**config.mk**
```make
export PLATFORM = sky130hd
export DESIGN_NAME = sorted_table_linear_interp
export DESIGN_NICKNAME = d
export VERILOG_FILES = /design/src/hdl/stli_pkg.sv /design/src/hdl/stli_ram.sv /design/src/hdl/stli_div.sv /design/src/hdl/sorted_table_linear_interp.sv
export SDC_FILE = /design/constraint.sdc
export NUM_CORES = 2
export LEC_CHECK = 0
export ABC_AREA = 0
export BUFFER_PORTS_ARGS = -buffer_cell sky130_fd_sc_hd__buf_2
export CAP_MARGIN = 20
export CORE_MARGIN = 3
export CORE_UTILIZATION = 26
export DETAILED_ROUTE_END_ITERATION = 16
export PLACE_DENSITY_LB_ADDON = 0.1
export SYNTH_ARGS = -nofsm -noshare
export SYNTH_HDL_FRONTEND = slang
export SYNTH_HIERARCHICAL = 1
export SYNTH_SLANG_ARGS = --single-unit
```
**constraint.sdc**
```tcl
create_clock -name clk -period 9.8 [get_ports clk]
set_input_delay 0.49 -clock clk [delete_from_list [all_inputs] [get_ports clk]]
set_output_delay 0.49 -clock clk [all_outputs]
set_load 0.05 [all_outputs]
```
**src/hdl/stli_pkg.sv**
```systemverilog
`timescale 1ns / 1ps

package stli_pkg;

    localparam int DATA_W           = 32;
    localparam int PROD_W           = 2 * DATA_W;
    localparam int DEFAULT_CAPACITY = 16;

    localparam logic CMD_ADD    = 1'b0;
    localparam logic CMD_LOOKUP = 1'b1;

    localparam logic [1:0] ST_OK    = 2'd0;
    localparam logic [1:0] ST_FULL  = 2'd1;
    localparam logic [1:0] ST_EMPTY = 2'd2;

endpackage

```
**src/hdl/stli_ram.sv**
```systemverilog
`timescale 1ns / 1ps

module stli_ram #(
    parameter int WIDTH = 32,
    parameter int DEPTH = 16
) (
    input  logic                     clk,
    input  logic                     we,
    input  logic [$clog2(DEPTH)-1:0] waddr,
    input  logic [WIDTH-1:0]         wdata,
    input  logic [$clog2(DEPTH)-1:0] raddr,
    output logic [WIDTH-1:0]         rdata
);

    logic [WIDTH-1:0] mem [DEPTH];

    always_ff @(posedge clk)
    begin
        if (we)
        begin
            mem[waddr] <= wdata;
        end
        rdata <= mem[raddr];
    end

endmodule

```
**src/hdl/stli_div.sv**
```systemverilog
`timescale 1ns / 1ps

module stli_div (
    input  logic                          clk,
    input  logic                          rst_n,
    input  logic                          start,
    input  logic [stli_pkg::PROD_W-1:0]   dividend,
    input  logic [stli_pkg::DATA_W-1:0]   divisor,
    output logic                          done,
    output logic [stli_pkg::DATA_W-1:0]   quotient
);

    import stli_pkg::*;

    localparam int CNT_W = $clog2(DATA_W);

    logic              run_reg,  run_next;
    logic              done_reg, done_next;
    logic [CNT_W-1:0]  cnt_reg,  cnt_next;
    logic [DATA_W-1:0] rem_reg,  rem_next;
    logic [DATA_W-1:0] lo_reg,   lo_next;
    logic [DATA_W:0]   trial;

    // one quotient bit per cycle; the upper half of the dividend is below the divisor
    always_comb
    begin
        trial     = {rem_reg, lo_reg[DATA_W-1]} - {1'b0, divisor};
        run_next  = run_reg;
        done_next = 1'b0;
        cnt_next  = cnt_reg;
        rem_next  = rem_reg;
        lo_next   = lo_reg;
        if (start)
        begin
            run_next = 1'b1;
            cnt_next = '0;
            rem_next = dividend[PROD_W-1:DATA_W];
            lo_next  = dividend[DATA_W-1:0];
        end
        else if (run_reg)
        begin
            if (!trial[DATA_W])
            begin
                rem_next = trial[DATA_W-1:0];
                lo_next  = {lo_reg[DATA_W-2:0], 1'b1};
            end
            else
            begin
                rem_next = {rem_reg[DATA_W-2:0], lo_reg[DATA_W-1]};
                lo_next  = {lo_reg[DATA_W-2:0], 1'b0};
            end
            cnt_next = cnt_reg + 1'b1;
            if (cnt_reg == CNT_W'(DATA_W - 1))
            begin
                run_next  = 1'b0;
                done_next = 1'b1;
            end
        end
    end

    always_ff @(posedge clk or negedge rst_n)
    begin
        if (!rst_n)
        begin
            run_reg  <= 1'b0;
            done_reg <= 1'b0;
            cnt_reg  <= '0;
        end
        else
        begin
            run_reg  <= run_next;
            done_reg <= done_next;
            cnt_reg  <= cnt_next;
        end
    end

    always_ff @(posedge clk)
    begin
        rem_reg <= rem_next;
        lo_reg  <= lo_next;
    end

    assign done     = done_reg;
    assign quotient = lo_reg;

endmodule

```
**src/hdl/sorted_table_linear_interp.sv**
```systemverilog
`timescale 1ns / 1ps

// Sorted key/value table with piecewise-linear lookup, signed Q16.16. A beat is taken when
// start is high and busy is low; busy then stays high until the result. Each beat yields one
// result, shown for exactly one cycle with done high; the receiver cannot stall it. Points sit in
// two single-port-read RAMs, whose reads are registered: the search visits each key with a read
// state (S_SRCH) and a compare state (S_CMP), an insert moves each entry up with a read state
// (S_SHRD) and a write state (S_SHWR), and an interpolating lookup adds a multiply step (S_MUL),
// a divider start step (S_DVST) and a bit-serial divide (S_DIV). busy falls in the cycle done
// is shown, so the next beat may be taken then.

module sorted_table_linear_interp #(
    parameter int CAPACITY = stli_pkg::DEFAULT_CAPACITY
) (
    input  logic                               clk,
    input  logic                               rst_n,
    input  logic                               start,
    output logic                               busy,
    input  logic                               command,
    input  logic signed [stli_pkg::DATA_W-1:0] key,
    input  logic signed [stli_pkg::DATA_W-1:0] value,
    output logic                               done,
    output logic signed [stli_pkg::DATA_W-1:0] result_value,
    output logic [1:0]                         status
);

    import stli_pkg::*;

    localparam int AW = $clog2(CAPACITY);
    localparam int CW = $clog2(CAPACITY + 1);

    localparam logic [3:0] S_IDLE = 4'd0;
    localparam logic [3:0] S_SRCH = 4'd1;
    localparam logic [3:0] S_CMP  = 4'd2;
    localparam logic [3:0] S_SHRD = 4'd3;
    localparam logic [3:0] S_SHWR = 4'd4;
    localparam logic [3:0] S_INS  = 4'd5;
    localparam logic [3:0] S_MUL  = 4'd6;
    localparam logic [3:0] S_DVST = 4'd7;
    localparam logic [3:0] S_DIV  = 4'd8;

    logic [3:0]        state_reg,  state_next;
    logic              cmd_reg,    cmd_next;
    logic [DATA_W-1:0] key_reg,    key_next;
    logic [DATA_W-1:0] val_reg,    val_next;
    logic [CW-1:0]     count_reg,  count_next;
    logic [CW-1:0]     idx_reg,    idx_next;
    logic [CW-1:0]     j_reg,      j_next;
    logic [DATA_W-1:0] pkey_reg,   pkey_next;
    logic [DATA_W-1:0] pval_reg,   pval_next;
    logic              neg_reg,    neg_next;
    logic [DATA_W-1:0] mag_reg,    mag_next;
    logic [DATA_W-1:0] dq_reg,     dq_next;
    logic [DATA_W-1:0] dk_reg,     dk_next;
    logic [PROD_W-1:0] prod_reg,   prod_next;
    logic [DATA_W-1:0] res_reg,    res_next;
    logic [1:0]        status_reg, status_next;
    logic              done_reg,   done_next;

    logic              ram_we;
    logic [AW-1:0]     ram_waddr;
    logic [AW-1:0]     ram_raddr;
    logic [DATA_W-1:0] key_wdata, val_wdata;
    logic [DATA_W-1:0] key_rdata, val_rdata;
    logic [CW-1:0]     jm1;
    logic [DATA_W:0]   dv;
    logic              div_start;
    logic              div_done;
    logic [DATA_W-1:0] quot;

    stli_ram #(.WIDTH(DATA_W), .DEPTH(CAPACITY)) u_key_ram (
        .clk   (clk),
        .we    (ram_we),
        .waddr (ram_waddr),
        .wdata (key_wdata),
        .raddr (ram_raddr),
        .rdata (key_rdata)
    );

    stli_ram #(.WIDTH(DATA_W), .DEPTH(CAPACITY)) u_val_ram (
        .clk   (clk),
        .we    (ram_we),
        .waddr (ram_waddr),
        .wdata (val_wdata),
        .raddr (ram_raddr),
        .rdata (val_rdata)
    );

    stli_div u_div (
        .clk      (clk),
        .rst_n    (rst_n),
        .start    (div_start),
        .dividend (prod_reg),
        .divisor  (dk_reg),
        .done     (div_done),
        .quotient (quot)
    );

    assign jm1 = j_reg - 1'b1;
    assign dv  = {val_rdata[DATA_W-1], val_rdata} - {pval_reg[DATA_W-1], pval_reg};

    always_comb
    begin
        state_next  = state_reg;
        cmd_next    = cmd_reg;
        key_next    = key_reg;
        val_next    = val_reg;
        count_next  = count_reg;
        idx_next    = idx_reg;
        j_next      = j_reg;
        pkey_next   = pkey_reg;
        pval_next   = pval_reg;
        neg_next    = neg_reg;
        mag_next    = mag_reg;
        dq_next     = dq_reg;
        dk_next     = dk_reg;
        prod_next   = prod_reg;
        res_next    = res_reg;
        status_next = status_reg;
        done_next   = 1'b0;
        ram_we      = 1'b0;
        ram_waddr   = idx_reg[AW-1:0];
        ram_raddr   = idx_reg[AW-1:0];
        key_wdata   = key_reg;
        val_wdata   = val_reg;
        div_start   = 1'b0;

        unique case (state_reg)
            S_IDLE:
            begin
                if (start)
                begin
                    cmd_next   = command;
                    key_next   = key;
                    val_next   = value;
                    idx_next   = '0;
                    state_next = S_SRCH;
                end
            end
            S_SRCH:
            begin
                if (cmd_reg == CMD_LOOKUP && count_reg == '0)
                begin
                    res_next    = '0;
                    status_next = ST_EMPTY;
                    done_next   = 1'b1;
                    state_next  = S_IDLE;
                end
                else if (idx_reg == count_reg)
                begin
                    if (cmd_reg == CMD_LOOKUP)
                    begin
                        res_next    = pval_reg;
                        status_next = ST_OK;
                        done_next   = 1'b1;
                        state_next  = S_IDLE;
                    end
                    else if (count_reg == CW'(CAPACITY))
                    begin
                        res_next    = '0;
                        status_next = ST_FULL;
                        done_next   = 1'b1;
                        state_next  = S_IDLE;
                    end
                    else
                    begin
                        state_next = S_INS;
                    end
                end
                else
                begin
                    state_next = S_CMP;
                end
            end
            S_CMP:
            begin
                if ($signed(key_rdata) >= $signed(key_reg))
                begin
                    if (cmd_reg == CMD_LOOKUP)
                    begin
                        if (idx_reg == '0)
                        begin
                            res_next    = val_rdata;
                            status_next = ST_OK;
                            done_next   = 1'b1;
                            state_next  = S_IDLE;
                        end
                        else
                        begin
                            neg_next   = dv[DATA_W];
                            mag_next   = dv[DATA_W] ? DATA_W'(-dv) : dv[DATA_W-1:0];
                            dq_next    = key_reg - pkey_reg;
                            dk_next    = key_rdata - pkey_reg;
                            state_next = S_MUL;
                        end
                    end
                    else if (key_rdata == key_reg)
                    begin
                        ram_we      = 1'b1;
                        key_wdata   = key_rdata;
                        res_next    = '0;
                        status_next = ST_OK;
                        done_next   = 1'b1;
                        state_next  = S_IDLE;
                    end
                    else if (count_reg == CW'(CAPACITY))
                    begin
                        res_next    = '0;
                        status_next = ST_FULL;
                        done_next   = 1'b1;
                        state_next  = S_IDLE;
                    end
                    else
                    begin
                        j_next     = count_reg;
                        state_next = S_SHRD;
                    end
                end
                else
                begin
                    pkey_next  = key_rdata;
                    pval_next  = val_rdata;
                    idx_next   = idx_reg + 1'b1;
                    state_next = S_SRCH;
                end
            end
            S_SHRD:
            begin
                ram_raddr  = jm1[AW-1:0];
                state_next = S_SHWR;
            end
            S_SHWR:
            begin
                ram_we     = 1'b1;
                ram_waddr  = j_reg[AW-1:0];
                key_wdata  = key_rdata;
                val_wdata  = val_rdata;
                j_next     = jm1;
                state_next = (jm1 == idx_reg) ? S_INS : S_SHRD;
            end
            S_INS:
            begin
                ram_we      = 1'b1;
                count_next  = count_reg + 1'b1;
                res_next    = '0;
                status_next = ST_OK;
                done_next   = 1'b1;
                state_next  = S_IDLE;
            end
            S_MUL:
            begin
                prod_next  = PROD_W'(mag_reg) * PROD_W'(dq_reg);
                state_next = S_DVST;
            end
            S_DVST:
            begin
                div_start  = 1'b1;
                state_next = S_DIV;
            end
            S_DIV:
            begin
                if (div_done)
                begin
                    res_next    = neg_reg ? pval_reg - quot : pval_reg + quot;
                    status_next = ST_OK;
                    done_next   = 1'b1;
                    state_next  = S_IDLE;
                end
            end
            default:
            begin
                state_next = S_IDLE;
            end
        endcase
    end

    always_ff @(posedge clk or negedge rst_n)
    begin
        if (!rst_n)
        begin
            state_reg <= S_IDLE;
            count_reg <= '0;
            done_reg  <= 1'b0;
        end
        else
        begin
            state_reg <= state_next;
            count_reg <= count_next;
            done_reg  <= done_next;
        end
    end

    always_ff @(posedge clk)
    begin
        cmd_reg    <= cmd_next;
        key_reg    <= key_next;
        val_reg    <= val_next;
        idx_reg    <= idx_next;
        j_reg      <= j_next;
        pkey_reg   <= pkey_next;
        pval_reg   <= pval_next;
        neg_reg    <= neg_next;
        mag_reg    <= mag_next;
        dq_reg     <= dq_next;
        dk_reg     <= dk_next;
        prod_reg   <= prod_next;
        res_reg    <= res_next;
        status_reg <= status_next;
    end

    assign busy         = (state_reg != S_IDLE);
    assign done         = done_reg;
    assign result_value = res_reg;
    assign status       = status_reg;

endmodule

```
Word-level counts from Yosys, hierarchy flattened
Memories as Yosys holds them, arrays and structs flattened. A register that Yosys moved wholly into a read port is not among the register bits. Index checks and enable logic that the tools add are counted. W data, S select, Z words.

RAM bits: 1024. Register bits: 415. Input port bits: 68. Logic and storage cells: 159. Output and inout bits: 36. Memories kept: 2.

Multipliers: 1. Bitwise operators: 2. Magnitude comparators: 1. Muxes and demuxes: 81. Eq/ne operators: 22. Reductions and logical operators: 17. Add/subtract/negate cells: 11.

Memory list: u_key_ram.mem (words 16, width 32, read ports 1, clocked after memory_dff 1, wr ports 1, RTL line stli_ram.sv:15) `logic [WIDTH-1:0] mem [DEPTH];`; u_val_ram.mem (words 16, width 32, read ports 1, clocked after memory_dff 1, wr ports 1, RTL line stli_ram.sv:15).

Operator list (count): $mux W32 (20); $pmux W32 S4 (1); $sub A32 B32 Y32 (3); $mul A32 B32 Y64 (1); $pmux W32 S2 (1); $mux W5 (8); $sub A32 B32 Y33 (1); $sub A33 B32 Y33 (1); $add A32 B32 Y32 (1); $eq A32 B32 Y1 (1); $ge A32 B32 Y1 (1); $mux W4 (8); $neg A32 Y32 (1); $pmux W4 S8 (1); $mux W1 (22); $mux W2 (11); $pmux W5 S2 (2); $eq A4 B3 Y1 const B (4); $add A5 B1 Y5 const B (3); $mux W3 (4); $ne A2 B2 Y1 const B (6); $eq A5 B5 Y1 (2); $eq A5 B5 Y1 const B (2); $logic_not A5 Y1 (2); other kinds (19) (28).

Logic depth before layout (Yosys ltp)
Word-level depth: 7. Gate-level depth with buffers: 29. Gate-level depth less buffers: 27.

By module
Netlist, hierarchy kept.

Modules (own cells, without submodules): sorted_table_linear_interp (area an instance 54309.6 sq um, cells each 5641, seq. area each 10279.9 sq um, times used 1); stli_ram at u_key_ram (area an instance 19854.0 sq um, cells each 838, seq. area each 16015.4 sq um, times used 1); stli_ram at u_val_ram (area an instance 19835.3 sq um, cells each 838, seq. area each 16015.4 sq um, times used 1); stli_div (area an instance 5472.7 sq um, cells each 545, seq. area each 2097.0 sq um, times used 1).

Least setup slack after synthesis
Ideal clock, no wire load.

Kind: register to register. From: register mag_reg[10]. To: register prod_reg[63] (data pin). Period minus slack after synthesis: 7428 ps. Path buffers: 2. Required time: 9540 ps. Path slack: 2372 ps. Cell stages (with the launch flop): 28. Data arrival time: 7168 ps. Library setup time: 260 ps. Cell sequence: edfxtp_1 -> clkbuf_1 -> and2_1 -> fa_1 -> inv_1 -> fa_1 -> inv_1 -> fa_1 -> inv_1 -> fa_1 -> inv_1 -> fa_1 -> fa_1 -> fa_1 -> fa_1 -> ha_1 -> clkbuf_1 -> and3_1 -> and3_1 -> a211o_1 -> a21oi_1 -> o21a_1 -> nor2_1 -> or4_1 -> o22ai_1 -> o21ai_1 -> a31oi_1 -> xnor2_1.

Word-level cells in the longest chain between the ends: 1.

Ends and longest elaborated chain: start: declaration (RTL line sorted_table_linear_interp.sv:52) `logic [DATA_W-1:0] mag_reg, mag_next;`; start signal: assignment (RTL line sorted_table_linear_interp.sv:303) `mag_reg <= mag_next;`; $mul A32 B32 Y64 (RTL line sorted_table_linear_interp.sv:252) `prod_next = PROD_W'(mag_reg) * PROD_W'(dq_reg);`; end signal: assignment (RTL line sorted_table_linear_interp.sv:306) `prod_reg <= prod_next;`; end: declaration (RTL line sorted_table_linear_interp.sv:55) `logic [PROD_W-1:0] prod_reg, prod_next;`.

Every way passes these cells. A chain may end at the register's enable or synchronous reset.

Worst setup path in the final report
From: register mag_reg[11]. To: register prod_reg[56] (data pin).

Same word-level chain as after synthesis.

==> key figures <==
Logic synthesis
  – Synth Instances: 7862
  – Ys flop type: edfxtp_1
  – YS warnings: 6
  – Flops & latches, synth: 1503
  – Post-Synthesis Net Count: 9292
  – Sequential-to-total area share from yosys stat: 44.6%
  – Synth unique cells: 113
  – Post-synth EDFFs: 1422
  – Netlist Area Pre-Place: 99500 um2
  – Async set-reset flop share out of synthesis: 1.13%
  – Avg Inst Size Synth: 12.7 um2

Layout
  – Sequential cell area: 44400 um2
  – Post-Layout Cell Count: 13200
  – Area occupied by multi-input gates: 49900 um2
  – Synthesis-to-layout area growth: 13.4%
  – Layout Nets: 9452
  – Filler cell count: 38600
  – Most frequent cells in the layout: edfxtp_1, inv_1, fa_1, nand2_1, and2_1
  – Commonest non-fill, non-tap cell in the layout: edfxtp_1
  – Layout cells sized above 1: 11.9%

Setup path
  – Cell count of the worst reg-to-reg path: 24
  – Most used cell along the critical path: fa_1
  – CP endpoint kind: flop
  – Critical-path cell list: buf_4 -> nand2_1 -> fa_1 -> inv_1 -> fa_1 -> inv_1 -> fa_1 -> fa_1 -> fa_1 -> fa_1 -> fa_1 -> fa_1 -> inv_1 -> ha_1 -> a21oi_1 -> o21bai_1 -> a21o_1 -> nand4_1 -> a31oi_1 -> a221oi_1 -> buf_4 -> a31oi_1 -> a21oi_1 -> o311ai_0
  – WS Path Type: flop to flop
  – Data required, critical path: 10300 ps
  – CP Max Fanout: 21
  – Critical Path Slowest Stage Cell: edfxtp_1
  – Crit path from: mag_reg[11]
  – Max incr delay on CP: 970 ps
  – Worst reg2reg startpoint: mag_reg[11]
  – Internal reg-to-reg setup slack: 880 ps
  – Startpoint Class: flop
  – Crit path DAT: 9420 ps
  – R2r endpoint: prod_reg[56]

Status
  – Status: completed

Timing
  – Worst rel slew slack: 15.6%
  – Max Transition Viols Final: 0
  – Final Hold Vio Count: 0
  – RSZ-0062 raised after global routing: false
  – Hold Slack: 60.5 ps
  – Max Clock Freq: 112 MHz
  – Setup violators final: 0
  – Worst-Margin Slew: 1260 ps
  – Post-layout min period: 8920 ps
  – Post-Route Setup TNS: 0 ps
  – Final period utilization: 91.0%
  – Worst setup margin: 881 ps
  – Worst Skew: 106 ps

Detailed routing
  – Vias: 60300
  – Final wirelength: 302 mm
  – Wirelength per Cell: 22.9 um
  – Drc violations: 0
  – Initial drt markers: 3677
  – Pre-antenna DRT Iters: 5
  – Post-DR vias/cell: 4.58
  – Antenna-violating nets left: 0

Floorplan
  – Core area: 380000 um2
  – Die ar.: 390000 um2
  – Die X: 625 um
  – Initial Util: 26.2%
  – FP Rows: 226
  – IO Pins: 104
  – Die Y: 625 um

CTS
  – Clk slew on worst S/H paths: 60 ps
  – Root Buffer Master: clkbuf_16
  – Setup Fix Bufs, Post-CTS: 0
  – Bufs on Longest Clock Path: 4
  – CTS tree: yes
  – Hold buffers post-CTS: 65
  – Clk_lat worst skew: 870 ps
  – CTS buffer count: 178
  – H-tree Lvls: 4
  – Clock sink total: 1503
  – Post_cts resized: 0

Placement
  – Routability Congestion: 0.804
  – Pre-CTS setup slack: 944 ps
  – IO Port Bufs: 103
  – DP HPWL: 211 mm
  – Placed Cells: 12800

Global routing
  – Vias in the first global route: 65600
  – Largest net degree at the start of global routing: 136
  – GRT Total Usage: 15.5%
  – Total grt overflow: 0
  – Global-route wire length before repair: 451 mm
  – Initial antenna violation count: 20

Flow run
  – Max cap viols: 0

Worst hold path
  – Hold Path Stages: 1
  – Worst hold-check path type: input port to flop
  – Hold Crit Start: key[1]
  – WHS Endpoint: key_reg[1]
[cells in the mapped netlist, types with 13 or more instances]
library cell / instances / share of area [%]
a21o_1: 118 / 0.89
o21ai_0: 140 / 0.70
nand2b_1: 45 / 0.28
mux2_2: 68 / 0.77
fa_1: 901 / 18
inv_1: 1045 / 3.9
and3_1: 31 / 0.19
nor3_1: 65 / 0.33
nor2_1: 236 / 0.89
nand4_1: 40 / 0.25
o21ai_1: 14 / 0.070
o21bai_1: 28 / 0.21
a22oi_1: 134 / 1.0
dfxtp_1: 64 / 1.3
nor2b_1: 46 / 0.29
xnor2_1: 181 / 1.6
buf_4: 22 / 0.17
o21a_1: 37 / 0.28
mux4_2: 256 / 5.8
a222oi_1: 23 / 0.23
mux2i_1: 31 / 0.31
edfxtp_1: 1422 / 43
o211ai_1: 19 / 0.14
a211oi_1: 17 / 0.13
clkbuf_1: 291 / 1.1
a31oi_1: 35 / 0.22
nand3b_1: 15 / 0.11
buf_1: 28 / 0.11
dfrtp_1: 17 / 0.43
nor4_1: 13 / 0.082
ha_1: 461 / 5.8
xor2_1: 76 / 0.67
a21oi_1: 263 / 1.3
and2_1: 615 / 3.9
nand3_1: 56 / 0.28
nand2_1: 766 / 2.9
buf_2: 20 / 0.10
[cells by family (layout without fill, tap and decap cells)]
logic type | Yosys count | in the layout | share of synthesized area, %
xor gates and xnor gates | 259 | 259 | 2.30
and+or+nand+nor | 1996 | 1996 | 10.1
muxes | 355 | 355 | 6.88
other | 0 | 8 | 0
adders and majority gates | 1362 | 1362 | 23.9
AOI/OAI and AO/OA | 972 | 972 | 6.67
DFF | 1503 | 1503 | 44.6
buffers and inverters | 1415 | 1708 | 5.51
[metal layers]
metal	vias to the layer above	global-route usage, %	routed length [um]	share of wire, %
li1	27400	-	-	-
met1	31800	21.5	142000	47
met2	884	26.1	145000	48
met3	306	1.39	8150	2.7
met4	0	3.44	6870	2.3
met5	-	0	0	0
[worst max-delay path: cells and delay by family, from the launching register on]
kind | cells | cell delay [ps]
buffers and inverters | 5 | 800
DFF | 1 | 970
and+or+nand+nor | 2 | 230
adders and majority gates | 9 | 4460
AOI/OAI and AO/OA | 8 | 2100
[cell type report]
cell class	instances	area share [%]
diodes	8	0.0178
clock buffers	232	4.32
flip-flops and latches	1503	39.4
well taps	5016	5.56
multi-input cells	4944	44.3
repair buffers	350	2.40
clock inverters	81	0.566
inverters	1045	3.48
[per-stage QoR]
| step | utilization, % | cell area (um2) |
|---|---|---|
| 2_1_floorplan | - | 99500 |
| 3_3_place_gp | 28.0 | 106000 |
| 3_5_place_dp | 28.0 | 107000 |
| 4_1_cts | 29.7 | 113000 |
| 5_1_grt | 29.7 | 113000 |
| 6_report | 29.7 | 113000 |
[how the worst max path moves through the flow]
stage,endpoint,depth (start not counted),slack [ps]
2_1_floorplan,prod_reg[63],27,2370
3_5_place_dp,prod_reg[56],24,940
4_1_cts,prod_reg[56],24,880
6_report,prod_reg[56],24,880
5_1_grt,prod_reg[56],24,520
3_3_place_gp,prod_reg[58],25,900
Power is not shown: default switching activity piles up to over one toggle a cycle in this logic, so the estimate is an artifact.
